### src/cgns_pkg.sv
// Shared types, register codes and compass weights for the compass edge stream.
package cgns_pkg;

	// Build defaults for the top level parameters
	localparam int MAX_WIDTH_DEF  = 1024;
	localparam int PIXEL_BITS_DEF = 8;

	// Configuration port
	localparam int CFG_IDX_BITS  = 1;
	localparam int CFG_DATA_BITS = 12;
	localparam logic [CFG_IDX_BITS-1:0] CFG_FRAME_WIDTH  = 1'b0;
	localparam logic [CFG_IDX_BITS-1:0] CFG_FRAME_HEIGHT = 1'b1;
	localparam logic [10:0] FRAME_WIDTH_RST  = 11'd640;
	localparam logic [11:0] FRAME_HEIGHT_RST = 12'd480;
	localparam int MIN_SIZE = 3;

	// Row counters run up to three rows past the last frame row while flushing
	localparam int ROW_BITS = 13;

	typedef struct packed {
		logic [7:0] pixel;
		logic       dummy;
	} in_item_t;

	typedef struct packed {
		logic [9:0]  edge_value;
		logic [2:0]  direction;
		logic [9:0]  col;
		logic [11:0] row;
		logic        last;
	} out_item_t;

	// Element r*3+c weights pixel (y+r-1, x+c-1)
	localparam logic signed [2:0] COMPASS [8][9] = '{
		'{-3'sd1,  3'sd0,  3'sd1, -3'sd2,  3'sd0,  3'sd2, -3'sd1,  3'sd0,  3'sd1},
		'{ 3'sd0,  3'sd1,  3'sd2, -3'sd1,  3'sd0,  3'sd1, -3'sd2, -3'sd1,  3'sd0},
		'{ 3'sd1,  3'sd2,  3'sd1,  3'sd0,  3'sd0,  3'sd0, -3'sd1, -3'sd2, -3'sd1},
		'{ 3'sd2,  3'sd1,  3'sd0,  3'sd1,  3'sd0, -3'sd1,  3'sd0, -3'sd1, -3'sd2},
		'{ 3'sd1,  3'sd0, -3'sd1,  3'sd2,  3'sd0, -3'sd2,  3'sd1,  3'sd0, -3'sd1},
		'{ 3'sd0, -3'sd1, -3'sd2,  3'sd1,  3'sd0, -3'sd1,  3'sd2,  3'sd1,  3'sd0},
		'{-3'sd1, -3'sd2, -3'sd1,  3'sd0,  3'sd0,  3'sd0,  3'sd1,  3'sd2,  3'sd1},
		'{-3'sd2, -3'sd1,  3'sd0, -3'sd1,  3'sd0,  3'sd1,  3'sd0,  3'sd1,  3'sd2}
	};

	localparam logic [2:0] DIR_NONE = 3'd2;

endpackage

### src/cgns_compass.sv
// Eight compass mask responses and first-index maximum, two register stages.
module cgns_compass import cgns_pkg::*; #(
	parameter int PIXEL_BITS = PIXEL_BITS_DEF
) (
	input  logic                      clk,
	input  logic                      en,
	input  logic [9*PIXEL_BITS-1:0]   win,
	output logic [PIXEL_BITS+1:0]     mag,
	output logic [2:0]                dir
);

	localparam int PB = PIXEL_BITS;
	localparam int RW = PIXEL_BITS + 4;
	localparam int GW = PIXEL_BITS + 2;

	logic signed [RW-1:0] resp [8];
	logic signed [RW-1:0] resp_s3 [8];
	logic signed [RW-1:0] v1 [4];
	logic [2:0]           i1 [4];
	logic signed [RW-1:0] v2 [2];
	logic [2:0]           i2 [2];
	logic signed [RW-1:0] v3;
	logic [2:0]           i3;

	// Weighted sums, one per mask
	always_comb begin
		for (int k = 0; k < 8; k++) begin
			resp[k] = '0;
			for (int e = 0; e < 9; e++) begin
				resp[k] = resp[k] +
					$signed({{(RW-PB){1'b0}}, win[e*PB +: PB]}) *
					$signed({{(RW-3){COMPASS[k][e][2]}}, COMPASS[k][e]});
			end
		end
	end

	always_ff @(posedge clk) begin
		if (en) begin
			resp_s3 <= resp;
		end
	end

	// Reduce with a tree that keeps the lower index on ties
	always_comb begin
		for (int i = 0; i < 4; i++) begin
			if (resp_s3[2*i] >= resp_s3[2*i+1]) begin
				v1[i] = resp_s3[2*i];
				i1[i] = 3'(2*i);
			end else begin
				v1[i] = resp_s3[2*i+1];
				i1[i] = 3'(2*i+1);
			end
		end
		for (int i = 0; i < 2; i++) begin
			if (v1[2*i] >= v1[2*i+1]) begin
				v2[i] = v1[2*i];
				i2[i] = i1[2*i];
			end else begin
				v2[i] = v1[2*i+1];
				i2[i] = i1[2*i+1];
			end
		end
		if (v2[0] >= v2[1]) begin
			v3 = v2[0];
			i3 = i2[0];
		end else begin
			v3 = v2[1];
			i3 = i2[1];
		end
	end

	always_ff @(posedge clk) begin
		if (en) begin
			if (v3 > 0) begin
				mag <= v3[GW-1:0];
				dir <= i3;
			end else begin
				mag <= '0;
				dir <= DIR_NONE;
			end
		end
	end

endmodule

### config.mk
export PLATFORM = sky130hd
export DESIGN_NAME = cgns_compass
export DESIGN_NICKNAME = d
export VERILOG_FILES = /design/src/cgns_pkg.sv /design/src/cgns_compass.sv
export SDC_FILE = /design/constraint.sdc
export NUM_CORES = 1
export LEC_CHECK = 0
export BUFFER_PORTS_ARGS = -buffer_cell sky130_fd_sc_hd__buf_2
export CAP_MARGIN = 20
export CORE_UTILIZATION = 50
export CTS_CLUSTER_SIZE = 25
export DETAILED_ROUTE_END_ITERATION = 7
export GPL_ROUTABILITY_DRIVEN = 0
export HOLD_SLACK_MARGIN = 0.08
export PLACE_DENSITY = 0.67
export SKIP_LAST_GASP = 1
export SLEW_MARGIN = 0
export SYNTH_ARGS = -nofsm -noshare
export SYNTH_HDL_FRONTEND = slang
export SYNTH_SLANG_ARGS = --single-unit
### constraint.sdc
create_clock -name clk -period 7.6 [get_ports clk]
set_clock_uncertainty 0.05 [all_clocks]
set_input_delay 0.76 -clock clk [delete_from_list [all_inputs] [get_ports clk]]
set_output_delay 0.76 -clock clk [all_outputs]
set_load 0.01 [all_outputs]
==> key figures, run 1 <==
Floorplanning
  • Die width: 195.4 µm
  • Core box area: 36700 µm²
  • Die Y: 195.4 µm
  • Cell Rows: 70
  • Starting density of the core: 50.95%
  • Die area: 38170 µm²
  • IO Pins: 87

Yosys
  • Asr flop ratio synth: 0%
  • Distinct cells, synth: 66
  • Post-synth EDFFs: 109
  • Seq/Total Area, Yosys: 17.51%
  • Yosys warns: 0
  • Yosys top cell by area: fa_1
  • Top_reg_cell synth: edfxtp_1
  • Yosys top cell area share: 27.30%
  • Post-synthesis register bit count: 109
  • Synthesized cell area: 18700 µm²
  • Synth Instances: 1931
  • Post-Syn Nets: 2486
  • Synth top area cells: fa_1 (27%), edfxtp_1 (18%), ha_1 (15%)
  • Syn Area/Cell: 9.682 µm²

STA
  • Max_slew headroom: 34.06%
  • Achievable Freq: 136.9 MHz
  • Max Transition Viols Final: 0
  • Final worst setup slack: 0.2949 ns
  • Worst slew pin tran: 0.9892 ns
  • Final period util: 96.12%
  • Total negative slack: 0 ns
  • Post-layout minimum cycle time: 7.305 ns
  • Setup Viol. Count Final: 0
  • RSZ-0062 raised after global routing: no
  • Final Hold Viols: 0

Critical path
  • Worst Setup Path Type: flip-flop to flip-flop
  • CP top delay family: compound AO/OA/AOI/OAI gates
  • WP buf/inv: 4
  • Crit-path max cell delay: 0.57 ns
  • Crit-path cells: inv_1 > ha_1 > and4b_1 > a211oi_1 > o21ai_1 > o31ai_1 > buf_4 > mux2i_1 > inv_1 > ha_1 > a211oi_1 > o211ai_1 > a221o_1 > inv_1 > mux2_2 > ha_1 > nand4_1 > o311ai_0 > and2_1 > nand2_1 > o32ai_1 > a41oi_1 > a21oi_1 > a21oi_1
  • CP Data Required Time: 7.66 ns
  • End of the worst register-to-register path: dir[0]$_SDFFCE_PP0P_
  • Crit path depth: 24
  • CP Data Arrival Time: 7.36 ns
  • CP Launch Type: flip-flop
  • R2R cell count: 24
  • Crit-path max FO: 13
  • Critical path capture point type: flip-flop
  • RR Startpoint: resp_s3[26]$_DFFE_PP_
  • Crit-path slowest cell: and2_1
  • Reg2Reg Setup Slack: 0.29 ns

Finish
  • # nets final: 2564
  • Layout cells sized above 1: 6.753%
  • Multi-input gate area: 13710 µm²
  • Filler cell count: 3237
  • Commonest non-fill, non-tap cells in the layout: inv_1 (429), fa_1 (255), ha_1 (226)
  • Area growth syn-to-layout: 6.699%
  • Register area: 3273 µm²
  • Commonest non-fill, non-tap cell in the layout: inv_1

Min path
  • Hold path depth: 1
  • Hold-critical path endpoint: resp_s3[70]$_DFFE_PP_
  • Worst hold-check path type: input pin to flip-flop
  • Hold Crit Start: en

Place
  • Port Buf Inserts: 78
  • HPWL after DPL: 45110 µm
  • Pre-CTS WS: 0.4979 ns

Clock network
  • Post-CTS Setup Bufs: 0
  • CTS tree: yes
  • Clock transition at path regs: 0.08 ns
  • Num CTS Buffers: 9
  • Clock buffer depth: 2
  • CTS root buf: clkbuf_16
  • Maximum level of the CTS H-tree: 3
  • Clock Sinks: 109
  • Clock Latency Late Sink: 0.36 ns

Global route
  • Largest net degree at the start of global routing: 78
  • Initial antenna violation count: 1
  • First-pass GRT wire length: 81510 µm
  • Vias in the first global route: 14429
  • Total global-route track usage: 28.62%
  • Grt ovf: 0

Route
  • DR WL/cell: 21.21 µm
  • Detailed Routing Iterations Pass 1: 5
  • Residual DRC: 0
  • DR iter-0 viols: 1172
  • Routed WL: 52660 µm
  • Detail Route Antenna Nets: 0
  • Vias: 14236
  • Vias/cell: 5.733

Flow run
  • Max-capacitance violation count: 0

Status
  • Run status: complete, no violations
[worst max path at each step]
stage	from	slack (ns)	endpoint
4_1_cts	resp_s3[95]$_DFFE_PP_	0.46	dir[0]$_SDFFCE_PP0P_
5_1_grt	resp_s3[26]$_DFFE_PP_	0.008	dir[0]$_SDFFCE_PP0P_
3_3_place_gp	resp_s3[95]$_DFFE_PP_	0.63	dir[0]$_SDFFCE_PP0P_
2_1_floorplan	resp_s3[90]$_DFFE_PP_	1.20	dir[1]$_SDFFCE_PP1P_
3_5_place_dp	resp_s3[95]$_DFFE_PP_	0.50	dir[0]$_SDFFCE_PP0P_
6_report	resp_s3[26]$_DFFE_PP_	0.29	dir[0]$_SDFFCE_PP0P_
[cells in the mapped netlist, drive strengths merged (4+ instances only)]
cell	n
a2111oi	4
a211o	4
a211oi	14
a21o	27
a21oi	134
a221oi	11
a31oi	8
and2	7
and3	4
and4	5
buf	5
clkbuf	18
edfxtp	109
fa	255
ha	226
inv	429
mux2	19
mux2i	27
nand2	96
nand2b	21
nand3	21
nand3b	4
nand4	16
nor2	90
nor2b	7
nor3	31
nor3b	6
nor4	10
o211ai	8
o21a	8
o21ai	54
o21bai	29
o311ai	7
o32ai	4
or3	5
xnor2	130
xor2	37
[cell families after synthesis]
logic type	Yosys count	share of synthesized area, %
flip-flops	109	17.51
AO/OA/AOI/OAI	346	12.09
AND/OR/NAND/NOR	329	8.365
buffers and inverters	453	9.195
multiplexers	46	2.590
adder cells (fa/ha/maj)	481	42.43
XOR/XNOR	167	7.823
[metrics by stage]
stage	hold WS, ns	instances	util [%]	area (µm²)
final	0.8026	2483	54.36	19950
after global routing	0.8145	2482	54.35	19950
after CTS	0.7965	2482	54.34	19940
after detailed placement	1.020	2466	53.57	19660
after global placement	0.9625	2466	53.57	19660
after floorplan	0.7877	1931	-	18700
[per-layer routing]
layer  GRT usage [%]  vias up  share of wire, %
li1                -     6579                 -
met1           37.15     6902                42
met2           46.92      614                46
met3           4.611      141               7.7
met4           13.39        0               4.6
met5               0        -                 0
[final cells by class]
cell class | instances | share of cell area (%)
multi-input combinational | 1369 | 68.72
sequential | 109 | 16.41
inverter | 430 | 8.091
tap | 468 | 2.935
timing repair buffer | 90 | 2.421
clock buffer | 10 | 1.148
clock inverter | 6 | 0.2697
antenna | 1 | 0.01254
[state kept, by name, summed over array words and instances (netlist names)]
name / count
mag: 10
resp_s3: 96
dir: 3
[repair_timing]
| item | in CTS | in global routing |
|---|---|---|
| gates resized for setup | 0 | 1 |
| hold endpoints to repair | 0 | 0 |
| setup endpoints to repair | 0 | 3 |
| hold buffers | 0 | 0 |
Power of run 1 is not shown: default switching activity piles up to over one toggle a cycle in this logic, so the estimate is an artifact.
==> inputs of run 2 (changes only) <==
==> config.mk (replaced) <==
export PLATFORM = sky130hd
export DESIGN_NAME = cgns_compass
export DESIGN_NICKNAME = d
export VERILOG_FILES = /design/src/cgns_pkg.sv /design/src/cgns_compass.sv
export SDC_FILE = /design/constraint.sdc
export NUM_CORES = 1
export LEC_CHECK = 0
export CAP_MARGIN = 20
export CORE_UTILIZATION = 50
export CTS_CLUSTER_SIZE = 25
export DETAILED_ROUTE_END_ITERATION = 7
export DONT_BUFFER_PORTS = 1
export GPL_ROUTABILITY_DRIVEN = 0
export HOLD_SLACK_MARGIN = 0.08
export SKIP_LAST_GASP = 1
export SYNTH_ARGS = -nofsm -noshare
export SYNTH_HDL_FRONTEND = slang
export SYNTH_SLANG_ARGS = --single-unit
==> key figures, run 2 (synthesized netlist as in run 1, its figures left out) <==
Status
  • Run status: complete, no violations

Finish
  • Max reg flops: 96 (unchanged)
  • Commonest non-fill, non-tap cell in the layout: inv_1
  • Ant. Diodes: 0 (-1)
  • Commonest non-fill, non-tap cells in the layout: inv_1 (429), fa_1 (255), ha_1 (226)
  • Layout cells sized above 1: 3.395% (-3.4 points)
  • Area growth syn-to-layout: 4.899%
  • Biggest register: resp_s3
  • # nets final: 2494 (-2.7%)
  • Top Registers: resp_s3: 96 flops, mag: 10 flops, dir: 3 flops
  • Filler cell count: 3327 (+2.8%)

Critical path
  • CP Data Required Time: 7.65 ns (about the same)
  • Critical path capture point type: flip-flop
  • Crit-path slowest cell: ha_1
  • CP Data Arrival Time: 7.25 ns (-0.11 ns)
  • Crit-path cells: ha_1 > nand4_1 > nor2b_1 > a211oi_1 > o21ai_1 > mux2_2 > ha_1 > nand4_1 > a211oi_1 > a2111o_1 > mux2i_1 > ha_1 > nand4_1 > o311ai_0 > nand2_1 > buf_4 > a311o_1 > a2111oi_4 > a21oi_1
  • CP top delay family: compound AO/OA/AOI/OAI gates
  • Crit-path max FO: 13 (unchanged)
  • Crit-path max cell delay: 0.55 ns (-0.02 ns)
  • Worst Setup Path Type: flip-flop to flip-flop
  • CP Launch Type: flip-flop
  • WP buf/inv: 1 (-3)

Global route
  • Largest net degree at the start of global routing: 110 (+41%)
  • Vias in the first global route: 14084 (-2.4%)
  • First-pass GRT wire length: 82410 µm (+1.1%)
  • Initial antenna violation count: 1 (unchanged)
  • Grt ovf: 0 (unchanged)
  • Total global-route track usage: 29.30% (+0.67 points)

Clock network
  • Num CTS Buffers: 9 (unchanged)
  • Clock Sinks: 109 (unchanged)
  • CTS hold repair buffers: 0 (unchanged)
  • CTS tree: yes
  • Clock transition at path regs: 0.08 ns (about the same)
  • Clock buffer depth: 2 (unchanged)
  • Clock Latency Late Sink: 0.37 ns (about the same)
  • Maximum level of the CTS H-tree: 3 (unchanged)
  • CTS root buf: clkbuf_16

STA
  • Final period util: 94.73% (-1.4 points)
  • Post-layout minimum cycle time: 7.199 ns (-0.1057 ns)
  • Final Hold Viols: 0 (unchanged)
  • Achievable Freq: 138.9 MHz (+1.5%)
  • Setup Viol. Count Final: 0 (unchanged)
  • Max Transition Viols Final: 0 (unchanged)
  • Total negative slack: 0 ns (unchanged)
  • Max_slew headroom: 29.68% (-4.4 points)
  • Worst slew pin tran: 1.045 ns (+0.05600 ns)
  • RSZ-0062 raised after global routing: no

Floorplanning
  • Cell Rows: 70 (unchanged)
  • Die area: 38170 µm² (unchanged)
  • IO Pins: 87 (unchanged)
  • Die width: 195.4 µm (unchanged)
  • Core box area: 36700 µm² (unchanged)
  • Die Y: 195.4 µm (unchanged)
  • Starting density of the core: 50.95% (unchanged)

Route
  • Residual DRC: 0 (unchanged)
  • Vias: 13686 (-3.9%)
  • Routed WL: 53390 µm (+1.4%)
  • DR iter-0 viols: 1170 (-0.17%)
  • DR WL/cell: 22.14 µm (+4.4%)
  • Vias/cell: 5.674 (-1.0%)
  • Detailed Routing Iterations Pass 1: 5 (unchanged)
  • Detail Route Antenna Nets: 0 (unchanged)

Flow run
  • Max-capacitance violation count: 0 (unchanged)

Place
  • HPWL after DPL: 45970 µm (+1.9%)
  • Port Buf Inserts: 0 (-100%)

Min path
  • Worst hold-check path type: input pin to flip-flop
run 2: worst paths after layout:
| check | start | end | slack (ns) | cells after the start |
|---|---|---|---|---|
| max reg2reg | resp_s3[95]$_DFFE_PP_ | dir[0]$_SDFFCE_PP0P_ | 0.40 | 19 |
| max | resp_s3[95]$_DFFE_PP_ | dir[0]$_SDFFCE_PP0P_ | 0.40 | 19 |
| min reg2reg | resp_s3[42]$_DFFE_PP_ | mag[6]$_SDFFCE_PP0P_ | 1.03 | 4 |
| min | en | resp_s3[54]$_DFFE_PP_ | 0.51 | 0 |
run 2: final cells by class:
type / count / area [µm²] / share of cell area, %
Clock buffer: 9 / 225.2 / 1.148
Tap cell: 468 / 585.6 / 2.986
Multi-Input combinational cell: 1369 / 13710 / 69.88
Inverter: 430 / 1614 / 8.230
Sequential cell: 109 / 3273 / 16.69
Timing Repair Buffer: 20 / 150.1 / 0.7655
Clock inverter: 7 / 58.81 / 0.2998
run 2: metrics by stage:
step / hold slack, ns / cell area, µm² / std cells / setup WS (ns) / utilization (%)
after floorplan: 0.7877 / 18700 / 1931 / 1.198 / -
after global placement: 0.8558 / 19330 / 2396 / 0.6111 / 52.67
after detailed placement: 0.8571 / 19330 / 2396 / 0.4855 / 52.67
after CTS: 0.4811 / 19610 / 2412 / 0.4767 / 53.44
after global routing: 0.4809 / 19610 / 2412 / 0.001087 / 53.44
final: 0.5101 / 19610 / 2412 / 0.4006 / 53.44
run 2: metal layers:
layer	GRT usage [%]	share of wire [%]	vias to the layer above
met1	38.13	42	6649
met2	48.43	46	480
met4	12.10	4.6	0
li1	-	-	6417
met3	5.009	7.0	140
met5	0	0	-
run 2: repair_timing:
| action | 4_1_cts | 5_1_grt |
|---|---|---|
| setup endpoints to repair | 0 | 2 |
| gates resized for setup | 0 | 1 |
| buffers inserted | 0 | 0 |
Power of run 2 is left out for the same reason.
==> inputs of run 3 (changes only) <==
--- a/config.mk
+++ b/config.mk
@@ -12,6 +12,7 @@
 export DONT_BUFFER_PORTS = 1
 export GPL_ROUTABILITY_DRIVEN = 0
 export HOLD_SLACK_MARGIN = 0.08
+export MAX_ROUTING_LAYER = met4
 export SKIP_LAST_GASP = 1
 export SYNTH_ARGS = -nofsm -noshare
 export SYNTH_HDL_FRONTEND = slang
==> key figures, run 3 (synthesized netlist as in run 1, its figures left out) <==
Global route
  • Largest net degree at the start of global routing: 110 (unchanged)
  • First-pass GRT wire length: 82530 µm (+0.15%)
  • Initial antenna violation count: 1 (unchanged)
  • Vias in the first global route: 14076 (-0.057%)
  • Total global-route track usage: 30.18% (+0.88 points)
  • Grt ovf: 0 (unchanged)

Route
  • Met1 wire length: 22650 µm (about the same)
  • Vias/cell: 5.670 (about the same)
  • Detail Route Antenna Nets: 0 (unchanged)
  • DR iter-0 viols: 1100 (-6.0%)
  • Detailed Routing Iterations Pass 1: 6 (+1)
  • Wire length on met2: 24820 µm (+1.2%)
  • Vias: 13675 (-0.080%)
  • DR WL/cell: 22.15 µm (about the same)
  • Routed WL: 53420 µm (about the same)
  • Top sig layer: met4
  • Met3 WL post-DR: 3726 µm (-0.90%)
  • Residual DRC: 0 (unchanged)

Critical path
  • Critical path capture point type: flip-flop
  • CP Data Arrival Time: 7.26 ns (about the same)
  • CP top delay family: compound AO/OA/AOI/OAI gates
  • Reg2Reg Setup Slack: 0.40 ns (about the same)
  • End of the worst register-to-register path: dir[0]$_SDFFCE_PP0P_
  • Crit-path slowest cell: ha_1
  • R2R cell count: 19 (unchanged)
  • Worst Setup Path Type: flip-flop to flip-flop
  • CP Data Required Time: 7.65 ns (about the same)
  • Crit-path cells: ha_1 > nand4_1 > nor2b_1 > a211oi_1 > o21ai_1 > mux2_2 > ha_1 > nand4_1 > a211oi_1 > a2111o_1 > mux2i_1 > ha_1 > nand4_1 > o311ai_0 > nand2_1 > buf_4 > a311o_1 > a2111oi_4 > a21oi_1
  • Crit-path max cell delay: 0.55 ns (about the same)
  • Crit-path max FO: 13 (unchanged)
  • CP Launch Type: flip-flop
  • RR Startpoint: resp_s3[95]$_DFFE_PP_
  • WP buf/inv: 1 (unchanged)

Floorplanning
  • IO Pins: 87 (unchanged)
  • Starting density of the core: 50.95% (unchanged)
  • Die width: 195.4 µm (unchanged)
  • Die Y: 195.4 µm (unchanged)
  • Cell Rows: 70 (unchanged)
  • Core box area: 36700 µm² (unchanged)
  • Die area: 38170 µm² (unchanged)

Min path
  • Hold path depth: 0 (unchanged)
  • Hold Crit Start: en
  • Worst hold-check path type: input pin to flip-flop
  • Hold-critical path endpoint: resp_s3[54]$_DFFE_PP_

Status
  • Run status: complete, no violations

STA
  • RSZ-0062 raised after global routing: no
  • Max Transition Viols Final: 0 (unchanged)
  • Achievable Freq: 138.8 MHz (about the same)
  • Final period util: 94.80% (about the same)
  • Post-layout minimum cycle time: 7.205 ns (+0.005213 ns)
  • Worst slew pin tran: 0.9842 ns (-0.06096 ns)
  • Final Hold Viols: 0 (unchanged)
  • Setup Viol. Count Final: 0 (unchanged)
  • Total negative slack: 0 ns (unchanged)
  • Max_slew headroom: 33.78% (+4.1 points)

Finish
  • Filler cell count: 3327 (unchanged)
  • Ant. Diodes: 0 (unchanged)
  • Biggest register: resp_s3
  • Commonest non-fill, non-tap cells in the layout: inv_1 (429), fa_1 (255), ha_1 (226)
  • Layout cells sized above 1: 3.395% (unchanged)
  • # nets final: 2494 (unchanged)
  • Top Registers: resp_s3: 96 flops, mag: 10 flops, dir: 3 flops
  • Area growth syn-to-layout: 4.899% (unchanged)
  • Fin cells: 2412 (unchanged)
  • Commonest non-fill, non-tap cell in the layout: inv_1
  • Max reg flops: 96 (unchanged)

Clock network
  • CTS hold repair buffers: 0 (unchanged)
  • Maximum level of the CTS H-tree: 3 (unchanged)
  • Clock Sinks: 109 (unchanged)
  • Clock buffer depth: 2 (unchanged)
  • Clock transition at path regs: 0.08 ns (about the same)
  • CTS tree: yes
  • CTS root buf: clkbuf_16
  • Clock Latency Late Sink: 0.37 ns (about the same)
  • Num CTS Buffers: 9 (unchanged)

Place
  • HPWL after DPL: 45970 µm (unchanged)
  • Port Buf Inserts: 0 (unchanged)
  • Placed Cells: 2396 (unchanged)

Flow run
  • Max-capacitance violation count: 0 (unchanged)
## run 3: cell counts in the layout (fill, tap and decap cells not counted)
No cell type changed its count.
## run 3: timing repair
| action | in CTS | in global routing |
|---|---|---|
| resized for setup | 0 | 1 |
| setup endpoints to repair | 0 | 2 |
| setup buffers | 0 | 0 |
| hold endpoints to repair | 0 | 0 |
## run 3: layout make-up
cell class	count	area [µm²]	share of cell area [%]
clock inverters	7	58.81	0.2998
well taps	468	585.6	2.986
repair buffers	20	150.1	0.7655
clock buffers	9	225.2	1.148
inverters	430	1614	8.230
flip-flops and latches	109	3273	16.69
multi-input cells	1369	13710	69.88
## run 3: metrics by stage
step                setup slack, ns  hold slack (ns)  cell area (µm²)  utilization (%)
global route               0.001005           0.4822            19610            53.44
CTS                          0.4767           0.4811            19610            53.44
finish                       0.3954           0.5004            19610            53.44
detailed placement           0.4855           0.8571            19330            52.67
floorplan                     1.198           0.7877            18700                -
global placement             0.6111           0.8558            19330            52.67
## run 3: worst register-to-register path, stage by stage (launching register included)
cell	delay (ns)
edfxtp_1	0.39
ha_1	0.55
nand4_1	0.23
nor2b_1	0.37
a211oi_1	0.16
o21ai_1	0.49
mux2_2	0.46
ha_1	0.40
nand4_1	0.19
a211oi_1	0.53
a2111o_1	0.42
mux2i_1	0.43
ha_1	0.23
nand4_1	0.09
o311ai_0	0.42
nand2_1	0.33
buf_4	0.27
a311o_1	0.38
a2111oi_4	0.43
a21oi_1	0.14
## run 3: how the worst max path moves through the flow
stage / from / end / slack (ns) / cells after the start
4_1_cts: resp_s3[95]$_DFFE_PP_ / dir[0]$_SDFFCE_PP0P_ / 0.48 / 19
2_1_floorplan: resp_s3[90]$_DFFE_PP_ / dir[1]$_SDFFCE_PP1P_ / 1.20 / 25
3_3_place_gp: resp_s3[95]$_DFFE_PP_ / dir[0]$_SDFFCE_PP0P_ / 0.61 / 22
5_1_grt: resp_s3[71]$_DFFE_PP_ / dir[0]$_SDFFCE_PP0P_ / 0.001 / 24
3_5_place_dp: resp_s3[95]$_DFFE_PP_ / dir[0]$_SDFFCE_PP0P_ / 0.49 / 19
6_report: resp_s3[95]$_DFFE_PP_ / dir[0]$_SDFFCE_PP0P_ / 0.40 / 19
## run 3: layer usage
| metal | vias up | global-route usage [%] |
|---|---|---|
| met1 | 6669 | 37.93 |
| li1 | 6408 | - |
| met2 | 478 | 48.58 |
| met4 | 0 | 11.93 |
| met5 | - | - |
| met3 | 120 | 5.164 |
Power of run 3 is left out for the same reason.
